File: src/fast_pkg.sv
// shared types and constants for the frame ack sequence tracker
// used by fast_front, fast_queue, fast_back and frame_ack_sequence_tracker
package fast_pkg;

  localparam int unsigned QDEPTH   = 2;
  localparam int unsigned QPTR_W   = $clog2(QDEPTH);
  localparam int unsigned S_DATA_W = 136;
  localparam int unsigned M_DATA_W = 72;
  localparam int unsigned APB_AW   = 4;

  localparam logic [31:0] MAGIC_RST    = 32'd0;
  localparam logic [15:0] VERSION_RST  = 16'd0;
  localparam logic [15:0] MAX_ROWS_RST = 16'd64;
  localparam logic [7:0]  BUDGET_RST   = 8'd32;

  typedef enum logic {
    KIND_CMD   = 1'b0,
    KIND_FRAME = 1'b1
  } kind_e;

  typedef enum logic [2:0] {
    ST_PUBLISHED   = 3'd0,
    ST_DUPLICATE   = 3'd1,
    ST_MAGIC_ERR   = 3'd2,
    ST_VERSION_ERR = 3'd3,
    ST_SIZE_ERR    = 3'd4,
    ST_CRC_ERR     = 3'd5,
    ST_CMD_QUEUED  = 3'd6
  } status_e;

  typedef enum logic [1:0] {
    EV_NONE   = 2'd0,
    EV_ACKED  = 2'd1,
    EV_NACKED = 2'd2,
    EV_GAVEUP = 2'd3
  } event_e;

  typedef enum logic [1:0] {
    REG_MAGIC    = 2'd0,
    REG_VERSION  = 2'd1,
    REG_MAX_ROWS = 2'd2,
    REG_BUDGET   = 2'd3
  } reg_idx_e;

  typedef struct packed {
    logic [31:0] magic;
    logic [15:0] version;
    logic [15:0] max_rows;
    logic [7:0]  budget;
  } cfg_t;

  typedef struct packed {
    kind_e       kind;
    logic        pre_ok;
    status_e     pre_status;
    logic [15:0] cmd_rows;
    logic [15:0] rows;
    logic [31:0] seq;
    logic [15:0] ack;
    logic        ack_ok;
    logic        nack;
    logic        applied;
    logic        crc_good;
  } entry_t;

  typedef struct packed {
    status_e     status;
    logic [30:0] gap;
    logic        seq_reset;
    event_e      cmd_event;
    logic        busy;
    logic [15:0] cmd_number;
    logic [15:0] locked_rows;
  } result_t;

endpackage

File: src/fast_front.sv
// input side: accepts words, unpacks them and runs the header checks that need only config
// depends on fast_pkg
module fast_front
  import fast_pkg::*;
(
  input  logic                s_valid_i,
  input  logic                s_user_i,
  input  logic [S_DATA_W-1:0] s_data_i,
  output logic                s_ready_o,
  input  cfg_t                cfg_i,
  input  logic                q_full_i,
  output logic                push_o,
  output entry_t              entry_o
);

  logic [15:0] rows;
  logic [31:0] magic;
  logic [15:0] version;

  assign s_ready_o = ~q_full_i;
  assign push_o    = s_valid_i & ~q_full_i;

  assign magic   = s_data_i[47:16];
  assign version = s_data_i[63:48];
  assign rows    = s_data_i[79:64];

  always_comb begin
    entry_o            = '0;
    entry_o.kind       = kind_e'(s_user_i);
    entry_o.cmd_rows   = s_data_i[15:0];
    entry_o.rows       = rows;
    entry_o.seq        = s_data_i[111:80];
    entry_o.ack        = s_data_i[127:112];
    entry_o.ack_ok     = s_data_i[128];
    entry_o.nack       = s_data_i[129];
    entry_o.applied    = s_data_i[130];
    entry_o.crc_good   = s_data_i[131];
    entry_o.pre_ok     = 1'b0;
    entry_o.pre_status = ST_PUBLISHED;
    if (magic != cfg_i.magic) begin
      entry_o.pre_status = ST_MAGIC_ERR;
    end else if (version != cfg_i.version) begin
      entry_o.pre_status = ST_VERSION_ERR;
    end else if (rows == 16'd0 || rows > cfg_i.max_rows) begin
      entry_o.pre_status = ST_SIZE_ERR;
    end else begin
      entry_o.pre_ok = 1'b1;
    end
  end

endmodule

File: src/fast_queue.sv
// short queue between the front and the back, two entries of fast_pkg::entry_t
// depends on fast_pkg
module fast_queue
  import fast_pkg::*;
(
  input  logic   clk_i,
  input  logic   rst_ni,
  input  logic   push_i,
  input  entry_t entry_i,
  input  logic   pop_i,
  output entry_t entry_o,
  output logic   full_o,
  output logic   empty_o
);

  entry_t            mem_q [QDEPTH];
  logic [QPTR_W-1:0] wr_q, wr_d, rd_q, rd_d;
  logic [QPTR_W:0]   cnt_q, cnt_d;

  assign full_o  = (cnt_q == (QPTR_W+1)'(QDEPTH));
  assign empty_o = (cnt_q == '0);
  assign entry_o = mem_q[rd_q];

  always_comb begin
    wr_d  = wr_q;
    rd_d  = rd_q;
    cnt_d = cnt_q;
    if (push_i) begin
      wr_d = (wr_q == QPTR_W'(QDEPTH-1)) ? '0 : wr_q + QPTR_W'(1);
    end
    if (pop_i) begin
      rd_d = (rd_q == QPTR_W'(QDEPTH-1)) ? '0 : rd_q + QPTR_W'(1);
    end
    if (push_i && !pop_i) begin
      cnt_d = cnt_q + (QPTR_W+1)'(1);
    end else if (!push_i && pop_i) begin
      cnt_d = cnt_q - (QPTR_W+1)'(1);
    end
  end

  always_ff @(posedge clk_i or negedge rst_ni) begin
    if (!rst_ni) begin
      wr_q  <= '0;
      rd_q  <= '0;
      cnt_q <= '0;
    end else begin
      wr_q  <= wr_d;
      rd_q  <= rd_d;
      cnt_q <= cnt_d;
    end
  end

  always_ff @(posedge clk_i) begin
    if (push_i) begin
      mem_q[wr_q] <= entry_i;
    end
  end

endmodule

File: src/fast_back.sv
// back side: lock check, command retry/ack machine, sequence tracking and result register
// depends on fast_pkg
module fast_back
  import fast_pkg::*;
(
  input  logic    clk_i,
  input  logic    rst_ni,
  input  logic    q_empty_i,
  input  entry_t  entry_i,
  output logic    pop_o,
  input  logic [7:0] budget_i,
  output logic    m_valid_o,
  input  logic    m_ready_i,
  output result_t result_o
);

  logic        busy_q, busy_d;
  logic [15:0] counter_q, counter_d;
  logic [7:0]  retries_q, retries_d;
  logic [15:0] req_rows_q, req_rows_d;
  logic [15:0] active_q, active_d;
  logic        seen_q, seen_d;
  logic [31:0] prev_q, prev_d;
  logic        out_valid_q;
  result_t     out_q, out_d;
  logic [31:0] diff;

  assign pop_o     = ~q_empty_i & (~out_valid_q | m_ready_i);
  assign m_valid_o = out_valid_q;
  assign result_o  = out_q;
  assign diff      = entry_i.seq - prev_q;

  always_comb begin
    busy_d         = busy_q;
    counter_d      = counter_q;
    retries_d      = retries_q;
    req_rows_d     = req_rows_q;
    active_d       = active_q;
    seen_d         = seen_q;
    prev_d         = prev_q;
    out_d          = '0;
    out_d.status   = ST_PUBLISHED;
    out_d.cmd_event = EV_NONE;
    if (entry_i.kind == KIND_CMD) begin
      counter_d    = counter_q + 16'd1;
      req_rows_d   = entry_i.cmd_rows;
      busy_d       = 1'b1;
      retries_d    = budget_i;
      out_d.status = ST_CMD_QUEUED;
    end else begin
      if (busy_q && retries_q != 8'd0) begin
        retries_d = retries_q - 8'd1;
      end
      if (!entry_i.pre_ok) begin
        out_d.status = entry_i.pre_status;
      end else if (active_q != 16'd0 && entry_i.rows != active_q && !entry_i.applied) begin
        out_d.status = ST_SIZE_ERR;
      end else if (!entry_i.crc_good) begin
        out_d.status = ST_CRC_ERR;
      end else begin
        // command machine
        if (busy_q) begin
          if (entry_i.ack != counter_q) begin
            if (retries_d == 8'd0) begin
              busy_d          = 1'b0;
              out_d.cmd_event = EV_GAVEUP;
            end
          end else if (entry_i.ack_ok) begin
            active_d        = req_rows_q;
            busy_d          = 1'b0;
            out_d.cmd_event = EV_ACKED;
          end else if (entry_i.nack) begin
            busy_d          = 1'b0;
            out_d.cmd_event = EV_NACKED;
          end
        end
        // sequence tracking
        if (!seen_q) begin
          seen_d = 1'b1;
          prev_d = entry_i.seq;
        end else if (diff == 32'd0) begin
          out_d.status = ST_DUPLICATE;
        end else begin
          prev_d = entry_i.seq;
          if (diff[31]) begin
            out_d.seq_reset = 1'b1;
          end else if (diff != 32'd1) begin
            out_d.gap = 31'(diff - 32'd1);
          end
        end
      end
    end
    out_d.busy        = busy_d;
    out_d.cmd_number  = counter_d;
    out_d.locked_rows = active_d;
  end

  always_ff @(posedge clk_i or negedge rst_ni) begin
    if (!rst_ni) begin
      busy_q      <= 1'b0;
      counter_q   <= '0;
      retries_q   <= '0;
      req_rows_q  <= '0;
      active_q    <= '0;
      seen_q      <= 1'b0;
      prev_q      <= '0;
      out_valid_q <= 1'b0;
    end else begin
      if (pop_o) begin
        busy_q     <= busy_d;
        counter_q  <= counter_d;
        retries_q  <= retries_d;
        req_rows_q <= req_rows_d;
        active_q   <= active_d;
        seen_q     <= seen_d;
        prev_q     <= prev_d;
      end
      if (pop_o) begin
        out_valid_q <= 1'b1;
      end else if (m_ready_i) begin
        out_valid_q <= 1'b0;
      end
    end
  end

  always_ff @(posedge clk_i) begin
    if (pop_o) begin
      out_q <= out_d;
    end
  end

endmodule

File: src/frame_ack_sequence_tracker.sv
// top level of the frame ack sequence tracker: config registers, front, queue and back
// depends on fast_pkg, fast_front, fast_queue, fast_back
//
// channel   direction  contents
// s_axis    in         tuser: op; tdata: cmd_block_rows .. crc_good
// m_axis    out        tuser: frame_status; tdata: gap_count .. locked_rows
// apb       in/out     expected_magic, expected_version, max_rows, retry_budget
//
// one word per cycle sustained while m_axis_tready is high; a result is registered
// (combinational front check into a queue slot, then back update into the output register)
// while a result waits the two-entry queue takes two more words, then s_axis_tready drops
// reset clears tracker and queue state, sets config to its reset values; no clearing pass
module frame_ack_sequence_tracker
  import fast_pkg::*;
(
  input  logic                clk_i,
  input  logic                rst_ni,
  input  logic                s_axis_tvalid,
  output logic                s_axis_tready,
  input  logic                s_axis_tuser,  // op
  // cmd_block_rows[15:0] hdr_magic[47:16] hdr_version[63:48] hdr_rows[79:64]
  // hdr_seq[111:80] ack_seq[127:112] ack_ok_bit[128] nack_bit[129] applied_bit[130]
  // crc_good[131] zero[135:132]
  input  logic [S_DATA_W-1:0] s_axis_tdata,
  output logic                m_axis_tvalid,
  input  logic                m_axis_tready,
  output logic [2:0]          m_axis_tuser,  // frame_status
  // gap_count[30:0] seq_reset[31] cmd_event[33:32] cmd_busy[34] cmd_number[50:35]
  // locked_rows[66:51] zero[71:67]
  output logic [M_DATA_W-1:0] m_axis_tdata,
  input  logic                psel,
  input  logic                penable,
  input  logic                pwrite,
  input  logic [APB_AW-1:0]   paddr,
  input  logic [31:0]         pwdata,
  output logic [31:0]         prdata,
  output logic                pready
);

  cfg_t     cfg_q;
  reg_idx_e reg_idx;
  logic     q_full, q_empty, push, pop;
  entry_t   entry_in, entry_out;
  result_t  result;

  assign pready  = 1'b1;
  assign reg_idx = reg_idx_e'(paddr[3:2]);

  always_ff @(posedge clk_i or negedge rst_ni) begin
    if (!rst_ni) begin
      cfg_q.magic    <= MAGIC_RST;
      cfg_q.version  <= VERSION_RST;
      cfg_q.max_rows <= MAX_ROWS_RST;
      cfg_q.budget   <= BUDGET_RST;
    end else if (psel && penable && pwrite && pready) begin
      unique case (reg_idx)
        REG_MAGIC:    cfg_q.magic    <= pwdata;
        REG_VERSION:  cfg_q.version  <= pwdata[15:0];
        REG_MAX_ROWS: cfg_q.max_rows <= pwdata[15:0];
        REG_BUDGET:   cfg_q.budget   <= pwdata[7:0];
        default: ;
      endcase
    end
  end

  always_comb begin
    unique case (reg_idx)
      REG_MAGIC:    prdata = cfg_q.magic;
      REG_VERSION:  prdata = {16'd0, cfg_q.version};
      REG_MAX_ROWS: prdata = {16'd0, cfg_q.max_rows};
      REG_BUDGET:   prdata = {24'd0, cfg_q.budget};
      default:      prdata = '0;
    endcase
  end

  fast_front u_front (
    .s_valid_i (s_axis_tvalid),
    .s_user_i  (s_axis_tuser),
    .s_data_i  (s_axis_tdata),
    .s_ready_o (s_axis_tready),
    .cfg_i     (cfg_q),
    .q_full_i  (q_full),
    .push_o    (push),
    .entry_o   (entry_in)
  );

  fast_queue u_queue (
    .clk_i   (clk_i),
    .rst_ni  (rst_ni),
    .push_i  (push),
    .entry_i (entry_in),
    .pop_i   (pop),
    .entry_o (entry_out),
    .full_o  (q_full),
    .empty_o (q_empty)
  );

  fast_back u_back (
    .clk_i     (clk_i),
    .rst_ni    (rst_ni),
    .q_empty_i (q_empty),
    .entry_i   (entry_out),
    .pop_o     (pop),
    .budget_i  (cfg_q.budget),
    .m_valid_o (m_axis_tvalid),
    .m_ready_i (m_axis_tready),
    .result_o  (result)
  );

  assign m_axis_tuser = result.status;
  assign m_axis_tdata = {5'd0, result.locked_rows, result.cmd_number, result.busy,
                         result.cmd_event, result.seq_reset, result.gap};

endmodule

File: config.mk
export PLATFORM = sky130hd
export DESIGN_NAME = frame_ack_sequence_tracker
export DESIGN_NICKNAME = d
export VERILOG_FILES = /design/src/fast_pkg.sv /design/src/fast_front.sv /design/src/fast_queue.sv /design/src/fast_back.sv /design/src/frame_ack_sequence_tracker.sv
export SDC_FILE = /design/constraint.sdc
export NUM_CORES = 1
export LEC_CHECK = 0
export BUFFER_PORTS_ARGS = -buffer_cell sky130_fd_sc_hd__buf_2
export CAP_MARGIN = 20
export CORE_UTILIZATION = 52
export DETAILED_ROUTE_END_ITERATION = 10
export HOLD_SLACK_MARGIN = 0.15
export PLACE_DENSITY_LB_ADDON = 0.25
export SLEW_MARGIN = 20
export SYNTH_ARGS = -nofsm -noshare
export SYNTH_HDL_FRONTEND = slang
export SYNTH_SLANG_ARGS = --single-unit
File: constraint.sdc
create_clock -name clk_i -period 6.45 [get_ports clk_i]
set_input_delay 0.3225 -clock clk_i [delete_from_list [all_inputs] [get_ports clk_i]]
set_output_delay 0.3225 -clock clk_i [all_outputs]
set_load 0.005 [all_outputs]
==> impl_metrics.toml <==
[global_route]
grt.busiest_layer = "met2"
grt_max_degree = 69
grtUsageMet1_pct = 32.4
grt_util_all_layers_pct = 25.0
use_met2_pct = 42.1
grt_pass1_vias = 14900
grt_overflow = 0
grt_use_met3_pct = 4.47
antenna_found_initial = 4
grt_first_pass_wirelength_um = 79700

[power_and_ir_drop]
powerDensity_nw_per_um2 = 477
peakVddDrop_uv = 286
power.leakage_uw = 0.0105
p_total_uw = 12000

[detailed_routing]
vias_per_cell = 5.54
first_pass_iters = 5
drtAntennaViolNets = 0
drtIter0Drc = 797
wire_per_inst_um = 19.5
wl_um = 50600
vias = 14400
drcViolationCount = 0

[worst_setup_path]
critPathKind = "reg2reg"
timing.rr.start = "u_queue.rd_q"
cp-startpoint = "u_queue.rd_q"
endpoint_kind = "register"
cp.buffers_inverters = 2
crit_slowest_cell = "or4_4"
path_max_fanout = 30
crit_family = "simple AND/OR/NAND/NOR gates"
cp.required_ps = 6890
r2r_end = "u_back.prev_q[2]"
crit_chain = "buf_4 -> mux2_2 -> ha_1 -> nand4_1 -> or3_1 -> o21ai_0 -> xor2_1 -> a2111o_1 -> or4_4 -> o31ai_4 -> buf_4 -> mux2_2"
start_kind = "register"
r2r_setup_slack_ps = 950
rr_worst_depth = 12
slowest_delay_ps = 630
arrival_ps = 5940

[flow_run]
maxCapViolations = 0

[clock_tree]
cts_sinks = 415
holdBufCountCts = 120
post_cts_buffers = 0
clk_latency_ps = 580
h-tree-depth = 2
cts_tree = "done"
cts_buffers = 43
max-clock-path-buffers = 3
cts.clk_slew.worst_paths_ps = 70
cts_resized = 0
cts-root-buf = "clkbuf_16"

[sta]
fin_skew_ps = 28.6
final_hold_viol_count = 0
drv_slew = 0
setup_violations = 0
slew-limit-headroom_pct = 23.9
max_slew.worst_pin.slew_ps = 1140
finalCritPeriodShare_pct = 85.3
setup_tns_ps = 0
fmax_ghz = 0.182
fin_hold_ws_ps = 200
post-route-min-period_ps = 5500
rsz0062_at_grt = "no"

[yosys]
ys_types = 85
synth-seq-area-share_pct = 56.1
syn_inst = 1654
yosys_warnings = 0
ys.flop_type = "edfxtp_1"
async_flop_share_pct = 40.2
ys_ff_latch = 415
synth_edf_count = 248
postSynthAreaPerCell_sq_um = 12.5
syn_area_sq_um = 20700

[place]
gp_congestion = 0.903
place_inst = 2392
dpl.hpwl_um = 35700
io_buffers = 277

[floorplan]
core-area_sq_um = 39000
io_pins = 290
start_util_pct = 53.1
die_area_sq_um = 40600
die_w_um = 202
num_rows = 72
die_height_um = 202

[layout]
area_growth_pct = 21.5
final_cell_mix = "buf_2, edfxtp_1, dfrtp_1"
num-fill-cells = 2972
layout_commonest_cell = "buf_2"
finalNonFillerCells = 2592
drive_above_1_share_pct = 26.6
fin_nets = 2274

[outcome]
status = "finished clean"

[hold_path]
holdCritPathClass = "in2async"
-- worst max-delay path by stage --
stage / end / depth (start not counted)
global route: u_back.result_o[55] / 13
floorplan: u_back.prev_q[10] / 19
CTS: u_back.prev_q[2] / 14
finish: u_back.prev_q[2] / 12
detailed placement: u_back.prev_q[2] / 14
global placement: u_back.prev_q[1] / 14
-- report_power, final --
group / switching (uW) / internal (uW) / leakage, uW
sequential: 400 / 3690 / 0.00439
combinational: 3260 / 2210 / 0.00548
clock: 1030 / 1420 / 0.000673
total: 4690 / 7320 / 0.0105
-- per-layer routing --
layer  vias to the layer above  share of wire (%)
li1                       6844                  -
met1                      7036                 43
met2                       395                 49
met3                        85                5.5
met4                         4                2.7
met5                         -              0.040
-- kinds of logic (layout without fill, tap and decap cells) --
kind of cell    after synthesis  in the layout  synth area share [%]
flops                       415            415                  56.1
simple gates                399            399                  9.73
compound gates              250            250                  7.94
mux                         232            232                  13.1
xor+xnor                    159            159                  6.76
buf+inv                     143            557                  2.97
fa+ha+maj                    54             54                  3.30
other cells                   2              8                0.0363
-- worst reg2reg max path, delay by kind of cell, from the launching register on --
kind	cells	cell delay, ps
AOI/OAI and AO/OA	3	1130
and+or+nand+nor	3	1240
adders and majority gates	1	450
DFF	1	600
xor gates and xnor gates	1	190
buffers and inverters	2	890
muxes	2	880
-- through the flow --
stage	utilization, %	area [sq um]	worst slack [ps]
floorplan	-	20700	209
global placement	57.8	22600	1090
detailed placement	57.8	22600	993
CTS	64.4	25100	971
global route	64.5	25200	622
finish	64.5	25200	951
-- flip-flops by register name, summed over array words and instances, names as in the netlist, 2 cells and up --
register           cells
u_back.counter_q      16
u_queue.cnt_q          2
u_back.active_q       16
u_queue.mem_q        178
u_back.prev_q         32
u_back.retries_q       8
u_back.result_o       70
u_back.req_rows_q     16
cfg_q                 72
-- synthesized netlist by cell type (6+ instances only) --
library cell / number / share of area [%]
clkbuf_1: 53 / 0.96
mux4_2: 8 / 0.87
a21oi_1: 64 / 1.5
ha_1: 53 / 3.2
nand2b_1: 6 / 0.18
o21a_1: 10 / 0.36
and3_1: 18 / 0.54
o22ai_1: 6 / 0.18
nand4_1: 31 / 0.94
xor2_1: 61 / 2.6
buf_4: 6 / 0.22
edfxtp_1: 248 / 36
nand2_1: 92 / 1.7
nand3_1: 25 / 0.60
xnor2_1: 97 / 4.1
a21o_1: 19 / 0.69
inv_1: 66 / 1.2
nor3_1: 29 / 0.70
mux2i_1: 69 / 3.3
nor2_1: 92 / 1.7
dfrtp_1: 165 / 20
a211oi_1: 12 / 0.43
or2_2: 10 / 0.30
o21ai_0: 65 / 1.6
mux2_4: 28 / 2.0
mux2_2: 127 / 6.9
nor2b_1: 7 / 0.21
a31oi_1: 10 / 0.30
buf_1: 8 / 0.14
or3_1: 12 / 0.36
nor4_1: 33 / 1.0
or4_1: 6 / 0.22
and2_1: 22 / 0.66
-- final cells by class --
type | count | area [sq um] | area share [%]
Clock buffer | 57 | 1150 | 4.56
Tap cell | 518 | 648 | 2.57
Multi-Input combinational cell | 1100 | 8520 | 33.8
Inverter | 66 | 249 | 0.989
Antenna cell | 2 | 5.00 | 0.0199
Timing Repair Buffer | 414 | 2740 | 10.9
Clock inverter | 20 | 231 | 0.920
Sequential cell | 415 | 11600 | 46.2
No activity file was read; power rests on OpenSTA's default activity.
